File: config.mk
export PLATFORM = sky130hd
export DESIGN_NAME = base64_stream_decoder_core
export DESIGN_NICKNAME = d
export VERILOG_FILES = /design/src/rtl/b64d_pkg.sv /design/src/rtl/base64_stream_decoder_core.sv /design/src/rtl/b64d_front.sv /design/src/rtl/b64d_fifo.sv /design/src/rtl/b64d_back.sv
export SDC_FILE = /design/constraint.sdc
export NUM_CORES = 1
export LEC_CHECK = 0
export ABC_AREA = 1
export BUFFER_PORTS_ARGS = -buffer_cell sky130_fd_sc_hd__buf_4
export CAP_MARGIN = 25
export CORE_MARGIN = 2
export CORE_UTILIZATION = 30
export CTS_BUF_LIST = sky130_fd_sc_hd__clkbuf_16
export CTS_CLUSTER_DIAMETER = 60
export DETAILED_ROUTE_END_ITERATION = 8
export PLACE_DENSITY = 0.57
export SYNTH_ARGS = -nofsm -noshare
export SYNTH_HDL_FRONTEND = slang
export SYNTH_SLANG_ARGS = --single-unit
File: constraint.sdc
create_clock -name clk -period 2.3 [get_ports clk]
set_input_delay 0.23 -clock clk [delete_from_list [all_inputs] [get_ports clk]]
set_output_delay 0.23 -clock clk [all_outputs]
set_load 0.01 [all_outputs]
File: src/rtl/b64d_pkg.sv
package b64d_pkg;

    localparam logic [7:0] PAD_CODE    = 8'h3D;
    localparam int         QUEUE_DEPTH = 4;

    // One decoded group request from the front to the back
    typedef struct packed {
        logic [23:0] triple;
        logic [1:0]  count;
        logic        last;
        logic        err;
    } cmd_t;

    function automatic logic [5:0] sextet_of(input logic [7:0] c);
        logic [5:0] v;
        v = 6'd0;
        if (c >= 8'h41 && c <= 8'h5A)
        begin
            v = 6'(c - 8'h41);
        end
        else if (c >= 8'h61 && c <= 8'h7A)
        begin
            v = 6'(c - 8'h61 + 8'd26);
        end
        else if (c >= 8'h30 && c <= 8'h39)
        begin
            v = 6'(c - 8'h30 + 8'd52);
        end
        else if (c == 8'h2B)
        begin
            v = 6'd62;
        end
        else if (c == 8'h2F)
        begin
            v = 6'd63;
        end
        return v;
    endfunction

endpackage

File: src/rtl/base64_stream_decoder_core.sv
// Streaming base64 decoder: one character accepted per cycle, one byte out per cycle,
// while m_tready is high. Once the fourth character of a group is taken, its first byte
// passes the queue write, the pop into the back end and the output register; a length error shows the same way.
// Throughput: 1 character per cycle sustained while m_tready is high; each group drains 1 to 3 bytes from the
// back end at one byte per cycle, and the request queue absorbs output stalls.
// Reset: rst_n asynchronous, active low; clears the group state, queue and output valid.
module base64_stream_decoder_core #(
    parameter int QUEUE_DEPTH = b64d_pkg::QUEUE_DEPTH
) (
    input  logic       clk,
    input  logic       rst_n,
    input  logic       s_tvalid,
    output logic       s_tready,
    input  logic [7:0] s_tdata,   // [7:0] code_char
    input  logic       s_tlast,
    output logic       m_tvalid,
    input  logic       m_tready,
    output logic [7:0] m_tdata,   // [7:0] data_byte
    output logic       m_tlast,
    output logic [1:0] m_tuser    // [0] item_end, [1] length_error
);

    localparam int CMD_W = $bits(b64d_pkg::cmd_t);

    logic           accept;
    logic           push, pop;
    logic           q_full, q_empty;
    b64d_pkg::cmd_t front_cmd, back_cmd;
    logic [CMD_W-1:0] q_rd_data;

    assign s_tready = !q_full;
    assign accept   = s_tvalid && s_tready;
    assign back_cmd = b64d_pkg::cmd_t'(q_rd_data);

    b64d_front u_front (
        .clk       (clk),
        .rst_n     (rst_n),
        .accept    (accept),
        .code_char (s_tdata),
        .last_char (s_tlast),
        .push      (push),
        .cmd       (front_cmd)
    );

    b64d_fifo #(
        .WIDTH (CMD_W),
        .DEPTH (QUEUE_DEPTH)
    ) u_queue (
        .clk     (clk),
        .rst_n   (rst_n),
        .push    (push),
        .wr_data (CMD_W'(front_cmd)),
        .pop     (pop),
        .rd_data (q_rd_data),
        .full    (q_full),
        .empty   (q_empty)
    );

    b64d_back u_back (
        .clk       (clk),
        .rst_n     (rst_n),
        .cmd_avail (!q_empty),
        .cmd_in    (back_cmd),
        .pop       (pop),
        .m_tvalid  (m_tvalid),
        .m_tready  (m_tready),
        .m_tdata   (m_tdata),
        .m_tlast   (m_tlast),
        .m_tuser   (m_tuser)
    );

endmodule

File: src/rtl/b64d_front.sv
module b64d_front (
    input  logic                clk,
    input  logic                rst_n,
    input  logic                accept,
    input  logic [7:0]          code_char,
    input  logic                last_char,
    output logic                push,
    output b64d_pkg::cmd_t      cmd
);

    logic [1:0]  pos_reg, pos_next;
    logic [17:0] acc_reg, acc_next;
    logic        third_pad_reg, third_pad_next;
    logic [5:0]  v;
    logic        is_pad;
    logic        drop_last, drop_third;

    assign v          = b64d_pkg::sextet_of(code_char);
    assign is_pad     = (code_char == b64d_pkg::PAD_CODE);
    assign drop_last  = last_char && is_pad;
    assign drop_third = last_char && third_pad_reg;

    always_comb
    begin
        pos_next       = pos_reg;
        acc_next       = acc_reg;
        third_pad_next = third_pad_reg;
        push           = 1'b0;
        cmd.triple     = {acc_reg, v};
        cmd.count      = 2'd3 - {1'b0, drop_last} - {1'b0, drop_third};
        cmd.last       = last_char;
        cmd.err        = 1'b0;
        if (accept)
        begin
            if (pos_reg != 2'd3)
            begin
                acc_next = {acc_reg[11:0], v};
                if (pos_reg == 2'd2)
                begin
                    third_pad_next = is_pad;
                end
                pos_next = pos_reg + 2'd1;
                if (last_char)
                begin
                    // short message: one error request, start over
                    push           = 1'b1;
                    cmd.triple     = '0;
                    cmd.count      = 2'd1;
                    cmd.last       = 1'b1;
                    cmd.err        = 1'b1;
                    pos_next       = 2'd0;
                    acc_next       = '0;
                    third_pad_next = 1'b0;
                end
            end
            else
            begin
                push           = 1'b1;
                pos_next       = 2'd0;
                acc_next       = '0;
                third_pad_next = 1'b0;
            end
        end
    end

    always_ff @(posedge clk or negedge rst_n)
    begin
        if (!rst_n)
        begin
            pos_reg       <= 2'd0;
            acc_reg       <= '0;
            third_pad_reg <= 1'b0;
        end
        else
        begin
            pos_reg       <= pos_next;
            acc_reg       <= acc_next;
            third_pad_reg <= third_pad_next;
        end
    end

`ifndef ASSERT_OFF
    a_last_clears: assert property (@(posedge clk) disable iff (!rst_n)
        accept && last_char |=> pos_reg == 2'd0 && !third_pad_reg)
        else $error("group state not cleared after last character");

    a_push_count: assert property (@(posedge clk) disable iff (!rst_n)
        push |-> cmd.count != 2'd0)
        else $error("request with zero bytes");
`endif

endmodule

File: src/rtl/b64d_fifo.sv
module b64d_fifo #(
    parameter int WIDTH = 28,
    parameter int DEPTH = 4
) (
    input  logic             clk,
    input  logic             rst_n,
    input  logic             push,
    input  logic [WIDTH-1:0] wr_data,
    input  logic             pop,
    output logic [WIDTH-1:0] rd_data,
    output logic             full,
    output logic             empty
);

    localparam int AW = (DEPTH > 1) ? $clog2(DEPTH) : 1;
    localparam int CW = $clog2(DEPTH + 1);

    logic [WIDTH-1:0] mem_reg [DEPTH];
    logic [AW-1:0]    wr_ptr_reg, rd_ptr_reg;
    logic [CW-1:0]    cnt_reg, cnt_next;
    logic             do_push, do_pop;

    assign full    = (cnt_reg == CW'(DEPTH));
    assign empty   = (cnt_reg == '0);
    assign do_push = push && !full;
    assign do_pop  = pop && !empty;
    assign rd_data = mem_reg[rd_ptr_reg];

    always_comb
    begin
        cnt_next = cnt_reg;
        if (do_push && !do_pop)
        begin
            cnt_next = cnt_reg + 1'b1;
        end
        else if (do_pop && !do_push)
        begin
            cnt_next = cnt_reg - 1'b1;
        end
    end

    always_ff @(posedge clk or negedge rst_n)
    begin
        if (!rst_n)
        begin
            wr_ptr_reg <= '0;
            rd_ptr_reg <= '0;
            cnt_reg    <= '0;
        end
        else
        begin
            cnt_reg <= cnt_next;
            if (do_push)
            begin
                wr_ptr_reg <= (wr_ptr_reg == AW'(DEPTH - 1)) ? '0 : wr_ptr_reg + 1'b1;
            end
            if (do_pop)
            begin
                rd_ptr_reg <= (rd_ptr_reg == AW'(DEPTH - 1)) ? '0 : rd_ptr_reg + 1'b1;
            end
        end
    end

    always_ff @(posedge clk)
    begin
        if (do_push)
        begin
            mem_reg[wr_ptr_reg] <= wr_data;
        end
    end

`ifndef ASSERT_OFF
    a_no_overflow: assert property (@(posedge clk) disable iff (!rst_n)
        push |-> !full)
        else $error("request pushed into full queue");

    a_count_range: assert property (@(posedge clk) disable iff (!rst_n)
        cnt_reg <= CW'(DEPTH))
        else $error("queue count out of range");
`endif

endmodule

File: src/rtl/b64d_back.sv
module b64d_back (
    input  logic                clk,
    input  logic                rst_n,
    input  logic                cmd_avail,
    input  b64d_pkg::cmd_t      cmd_in,
    output logic                pop,
    output logic                m_tvalid,
    input  logic                m_tready,
    output logic [7:0]          m_tdata,
    output logic                m_tlast,
    output logic [1:0]          m_tuser
);

    logic           cmd_valid_reg, cmd_valid_next;
    b64d_pkg::cmd_t cmd_reg;
    logic [1:0]     idx_reg, idx_next;
    logic           out_valid_reg, out_valid_next;
    logic [7:0]     byte_reg;
    logic           last_reg, item_end_reg, err_reg;
    logic           emit, final_byte;
    logic [7:0]     sel_byte;

    assign emit       = cmd_valid_reg && (!out_valid_reg || m_tready);
    assign final_byte = (idx_reg == cmd_reg.count - 2'd1);
    assign pop        = cmd_avail && (!cmd_valid_reg || (emit && final_byte));

    always_comb
    begin
        unique case (idx_reg)
            2'd0:    sel_byte = cmd_reg.triple[23:16];
            2'd1:    sel_byte = cmd_reg.triple[15:8];
            default: sel_byte = cmd_reg.triple[7:0];
        endcase
    end

    always_comb
    begin
        cmd_valid_next = cmd_valid_reg;
        idx_next       = idx_reg;
        out_valid_next = out_valid_reg;
        if (m_tready)
        begin
            out_valid_next = 1'b0;
        end
        if (emit)
        begin
            out_valid_next = 1'b1;
            idx_next       = idx_reg + 2'd1;
            if (final_byte)
            begin
                cmd_valid_next = 1'b0;
            end
        end
        if (pop)
        begin
            cmd_valid_next = 1'b1;
            idx_next       = 2'd0;
        end
    end

    always_ff @(posedge clk or negedge rst_n)
    begin
        if (!rst_n)
        begin
            cmd_valid_reg <= 1'b0;
            idx_reg       <= 2'd0;
            out_valid_reg <= 1'b0;
        end
        else
        begin
            cmd_valid_reg <= cmd_valid_next;
            idx_reg       <= idx_next;
            out_valid_reg <= out_valid_next;
        end
    end

    always_ff @(posedge clk)
    begin
        if (pop)
        begin
            cmd_reg <= cmd_in;
        end
        if (emit)
        begin
            byte_reg     <= sel_byte;
            item_end_reg <= final_byte;
            last_reg     <= final_byte && cmd_reg.last;
            err_reg      <= cmd_reg.err;
        end
    end

    assign m_tvalid = out_valid_reg;
    assign m_tdata  = byte_reg;
    assign m_tlast  = last_reg;
    assign m_tuser  = {err_reg, item_end_reg};

`ifndef ASSERT_OFF
    a_err_ends: assert property (@(posedge clk) disable iff (!rst_n)
        m_tvalid && m_tuser[1] |-> m_tuser[0] && m_tlast && m_tdata == 8'd0)
        else $error("error result must end the message with a zero byte");

    a_idx_bound: assert property (@(posedge clk) disable iff (!rst_n)
        cmd_valid_reg |-> idx_reg < cmd_reg.count)
        else $error("byte index past request count");
`endif

endmodule
==> flow_results.org <==
** Global route
- Via count of the first global-routing pass :: 4773
- The initial antenna violation count is 0.
- Overflow after GRT :: 0
- All-Layer GR Usage :: 11.78%
- Maximum number of pins on one net before global-route repair :: 33
- Wire length of the first global-routing pass :: 25.49 mm

** Placed design
- After legalization and detailed placement, the total HPWL measured 10.08 mm.
- Placed standard-cell area :: 8593 sq um
- Routability-driven placement finished with a final weighted congestion of 0.7980.
- In this run, placement finished with an instance count of 1036.
- Input/output buffers :: 25
- Pre-CTS worst setup slack :: 96.47 ps

** CTS
- The H-tree was split into 4 levels.
- CTS placed an instance of sky130_fd_sc_hd__clkbuf_16 at the clock tree root.
- Max Root-Sink Buffers :: 2
- The later pin in the worst-skew pair is clocked with a latency of 420 ps.
- TritonCTS built the clock tree.
- Clock-pin slew was measured on the worst setup and hold paths at 70 ps.
- In this run, CTS created clock tree buffers numbering 17.
- Clk sinks :: 183

** Cells and area
- Non-Filler Cell Area, Final :: 9236 sq um
- Of the cells placed in the final design, the portion with a size suffix greater than 1 is 14.97%.
- The final layout contains 756 nets.
- Largest register FFs :: 112
- Antenna cell count :: 0
- Filler-free cell count of the finished design :: 1070
- From synthesis to final layout, the design area changed by 17.60%.

** Die
- Die Area :: 27490 sq um
- Chip height :: 165.8 um
- The die is 165.8 um wide.
- Core Area :: 25910 sq um
- Number of rows in the core area :: 59
- Once the floorplan was initialized, standard cells occupied 30.31% of the core.
- Pin placement for this block handled 26 I/O pins.

** Drt
- Number of vias per cell :: 4.518
- After detailed routing, the number of remaining DRC violations is 0.
- The count of nets left with antenna violations once routing finished came out at 0.
- Via count of the routed design :: 4834
- The first TritonRoute pass finished after 5 iterations.
- In the final routed layout, each cell accounts on average for 14.64 um.
- The final layout contains routed wiring with a total length of 15.67 mm.
- In this run, the number of DRC markers left after iteration 0 of detailed routing was 354.

** Critical path
- CP Max Fanout :: 5
- Slowest-stage cell, CP :: sky130_fd_sc_hd__fa_2
- WP data required :: 2610 ps
- In this design, the largest share of critical-path delay is due to adder cells.
- Reg-to-reg critical path startpoint :: u_front.pos_reg[1]
- Crit path arrival time :: 2460 ps
- CP bufs+invs :: 2
- Critical path origin :: u_front.pos_reg[1]
- Across all register-to-register paths, the minimum setup slack is 150 ps.
- Critical Path Source Type :: register
- Slowest stage delay, CP :: 440 ps
- The worst setup path is captured at a register.
- The signal on the critical path passes through ha_2 -> or2_1 -> nand2_1 -> inv_1 -> ha_1 -> inv_1 -> fa_2 -> mux2_2.
- Counting stages on the worst path, the most repeated cell is sky130_fd_sc_hd__inv_1.
- The critical path in this run is classified as reg2reg.

** Timing
- Once routing completed, OpenROAD measured the worst setup slack at 146.4 ps.
- Rel. slew slack :: 69.89%
- Setup violations remaining at the end of the flow were counted as 0.
- The count of endpoints failing hold in the final timing report is 0.
- Summed over all failing endpoints, the final setup total negative slack is 0 ps.
- Worst Tran Pin Value :: 450.2 ps
- The clock arrives with 9.304 ps of skew.
- Final hold analysis gives a worst-case slack of 50.33 ps.
- The final number of max-transition violations came to 0.
- Shortest clock period the worst path allows after layout :: 2154 ps
- In the finished design, the share of the clock period the worst path needs comes to 93.64%.
- Static timing analysis puts the maximum clock frequency at 464.3 MHz.

** Run status
- The run finished with clean final reports.

** Synthesis
- Of the post-synthesis cell area, the dominant cell type holds 57.73%.
- The number of nets handed over by synthesis was 713.
- After synthesis, the mean cell area works out to 11.57 sq um.
- Summing the sequential cell areas from Yosys gives 67.93% of the chip area.
- Counting instances in the post-synthesis netlist gives the leading cell types as 151 x sky130_fd_sc_hd__edfxtp_1, 109 x sky130_fd_sc_hd__nand2_1, 94 x sky130_fd_sc_hd__nor2_1.
- Yosys instantiated no cell more often than sky130_fd_sc_hd__edfxtp_1.
- Cell area after synthesis :: 7854 sq um
- Number of flops mapped to enable cells by yosys :: 151
- Dominant synthesized flop cell :: sky130_fd_sc_hd__edfxtp_1
- Number of unique standard cell types used by synthesis :: 38
- Most area-hungry cell type in the Yosys netlist :: sky130_fd_sc_hd__edfxtp_1
- Fraction of registers with async set/reset :: 17.49%
- In the post-synthesis netlist, the biggest area contributors are sky130_fd_sc_hd__edfxtp_1 58%, sky130_fd_sc_hd__dfrtp_1 10%, sky130_fd_sc_hd__nand2_1 5.2%.
- Count of state elements after synthesis :: 183
- Synthesized instance count :: 679
- The Yosys step of the flow raised 0 warnings.

** Pwr
- Total leakage power :: 3.517 nW
- Largest voltage drop on the vdd net :: 561.9 uV
- Combinational Power Share :: 28.8%
- Sw power :: 3.476 mW
- Cell internal power was estimated by the tool at 7.588 mW.
- Per report_power, the sequential group accounts for 44.3% of the total.
- The clock network is responsible for 26.9% of the overall power.
- Sw Share :: 31.42%
- Dividing total power by cell area gives a power density of 1198 nW/um^2.

** Min path
- Worst Hold Class :: in2reg
- Worst Hold Launch :: s_tlast

** Run
- The tool flagged a number of max-cap violations equal to 0.
power groups by stage:
stage | sequential [mW] | clock, mW | combinational, mW
after floorplan | 4.95 | 0 | 1.95
after global placement | 4.96 | 0 | 3.16
after detailed placement | 4.97 | 0 | 3.20
after CTS | 4.90 | 3.04 | 3.22
after global routing | 4.98 | 3.17 | 3.59
final | 4.90 | 2.97 | 3.19
per-layer routing:
| metal | GRT usage [%] | share of wire [%] |
|---|---|---|
| met1 | 14.61 | 46 |
| met2 | 20.40 | 50 |
| met5 | 0 | 0 |
| met3 | 2.240 | 2.4 |
| met4 | 4.499 | 1.1 |
layout by cell type (no fill, tap or decap), types with 2 or more instances in the layout:
master and instances:
sky130_fd_sc_hd__xnor2_1 2, sky130_fd_sc_hd__ha_1 19, sky130_fd_sc_hd__inv_6 2, sky130_fd_sc_hd__nor2_4 2, sky130_fd_sc_hd__nor2_1 90, sky130_fd_sc_hd__nor2_2 8, sky130_fd_sc_hd__nand2_1 107, sky130_fd_sc_hd__o21ai_0 62
sky130_fd_sc_hd__bufinv_16 4, sky130_fd_sc_hd__buf_4 46, sky130_fd_sc_hd__clkinv_1 6, sky130_fd_sc_hd__o21ai_1 2, sky130_fd_sc_hd__nand3_1 32, sky130_fd_sc_hd__clkbuf_16 17, sky130_fd_sc_hd__inv_2 4, sky130_fd_sc_hd__inv_1 50
sky130_fd_sc_hd__clkinv_4 2, sky130_fd_sc_hd__dfrtp_1 32, sky130_fd_sc_hd__xor2_1 7, sky130_fd_sc_hd__nand3b_1 2, sky130_fd_sc_hd__nand2_2 9, sky130_fd_sc_hd__nor3_1 2, sky130_fd_sc_hd__o22ai_1 40, sky130_fd_sc_hd__edfxtp_1 151
sky130_fd_sc_hd__buf_12 6, sky130_fd_sc_hd__a21oi_1 7, sky130_fd_sc_hd__a22oi_1 8
cell families (layout without fill, tap and decap cells):
family	after synthesis	after routing	share of synthesized area, %
simple gates	258	258	13.94
flops	183	183	67.93
compound gates	123	123	8.874
buf+inv	83	139	4.556
fa+ha+maj	21	21	3.441
xor+xnor	10	10	1.115
mux	1	1	0.1434
path summary, 6_finish.rpt:
path | to | depth (start not counted)
max reg2reg | u_queue.cnt_reg[1] | 8
max in group asynchronous | u_front.acc_reg[6] | 2
min in group asynchronous | u_queue.cnt_reg[0] | 2
min | u_queue.mem_reg[3][1] | 1
min reg2reg | u_back.err_reg | 0
max | u_queue.cnt_reg[1] | 8
per-stage QoR:
step / util (%) / total power, mW
after global routing: 35.65 / 11.73
after global placement: 33.16 / 8.121
after floorplan: - / 6.893
after detailed placement: 33.16 / 8.175
after CTS: 35.55 / 11.16
final: 35.65 / 11.06
cell type report:
class                   count  area (sq um)
inverters                  54         202.7
flip-flops and latches    183          5335
well taps                 335         419.2
repair buffers             53         475.5
clock inverters            15         182.7
fillers                  2528         16670
clock buffers              17         425.4
multi-input cells         413          2196
repair_timing:
action,in CTS,in global routing
hold endpoints to repair,32,0
setup endpoints to repair,0,2
setup buffers,0,1
hold buffers,1,0
resized for setup,0,6
Note: power is estimated with default switching activity, not from simulation.
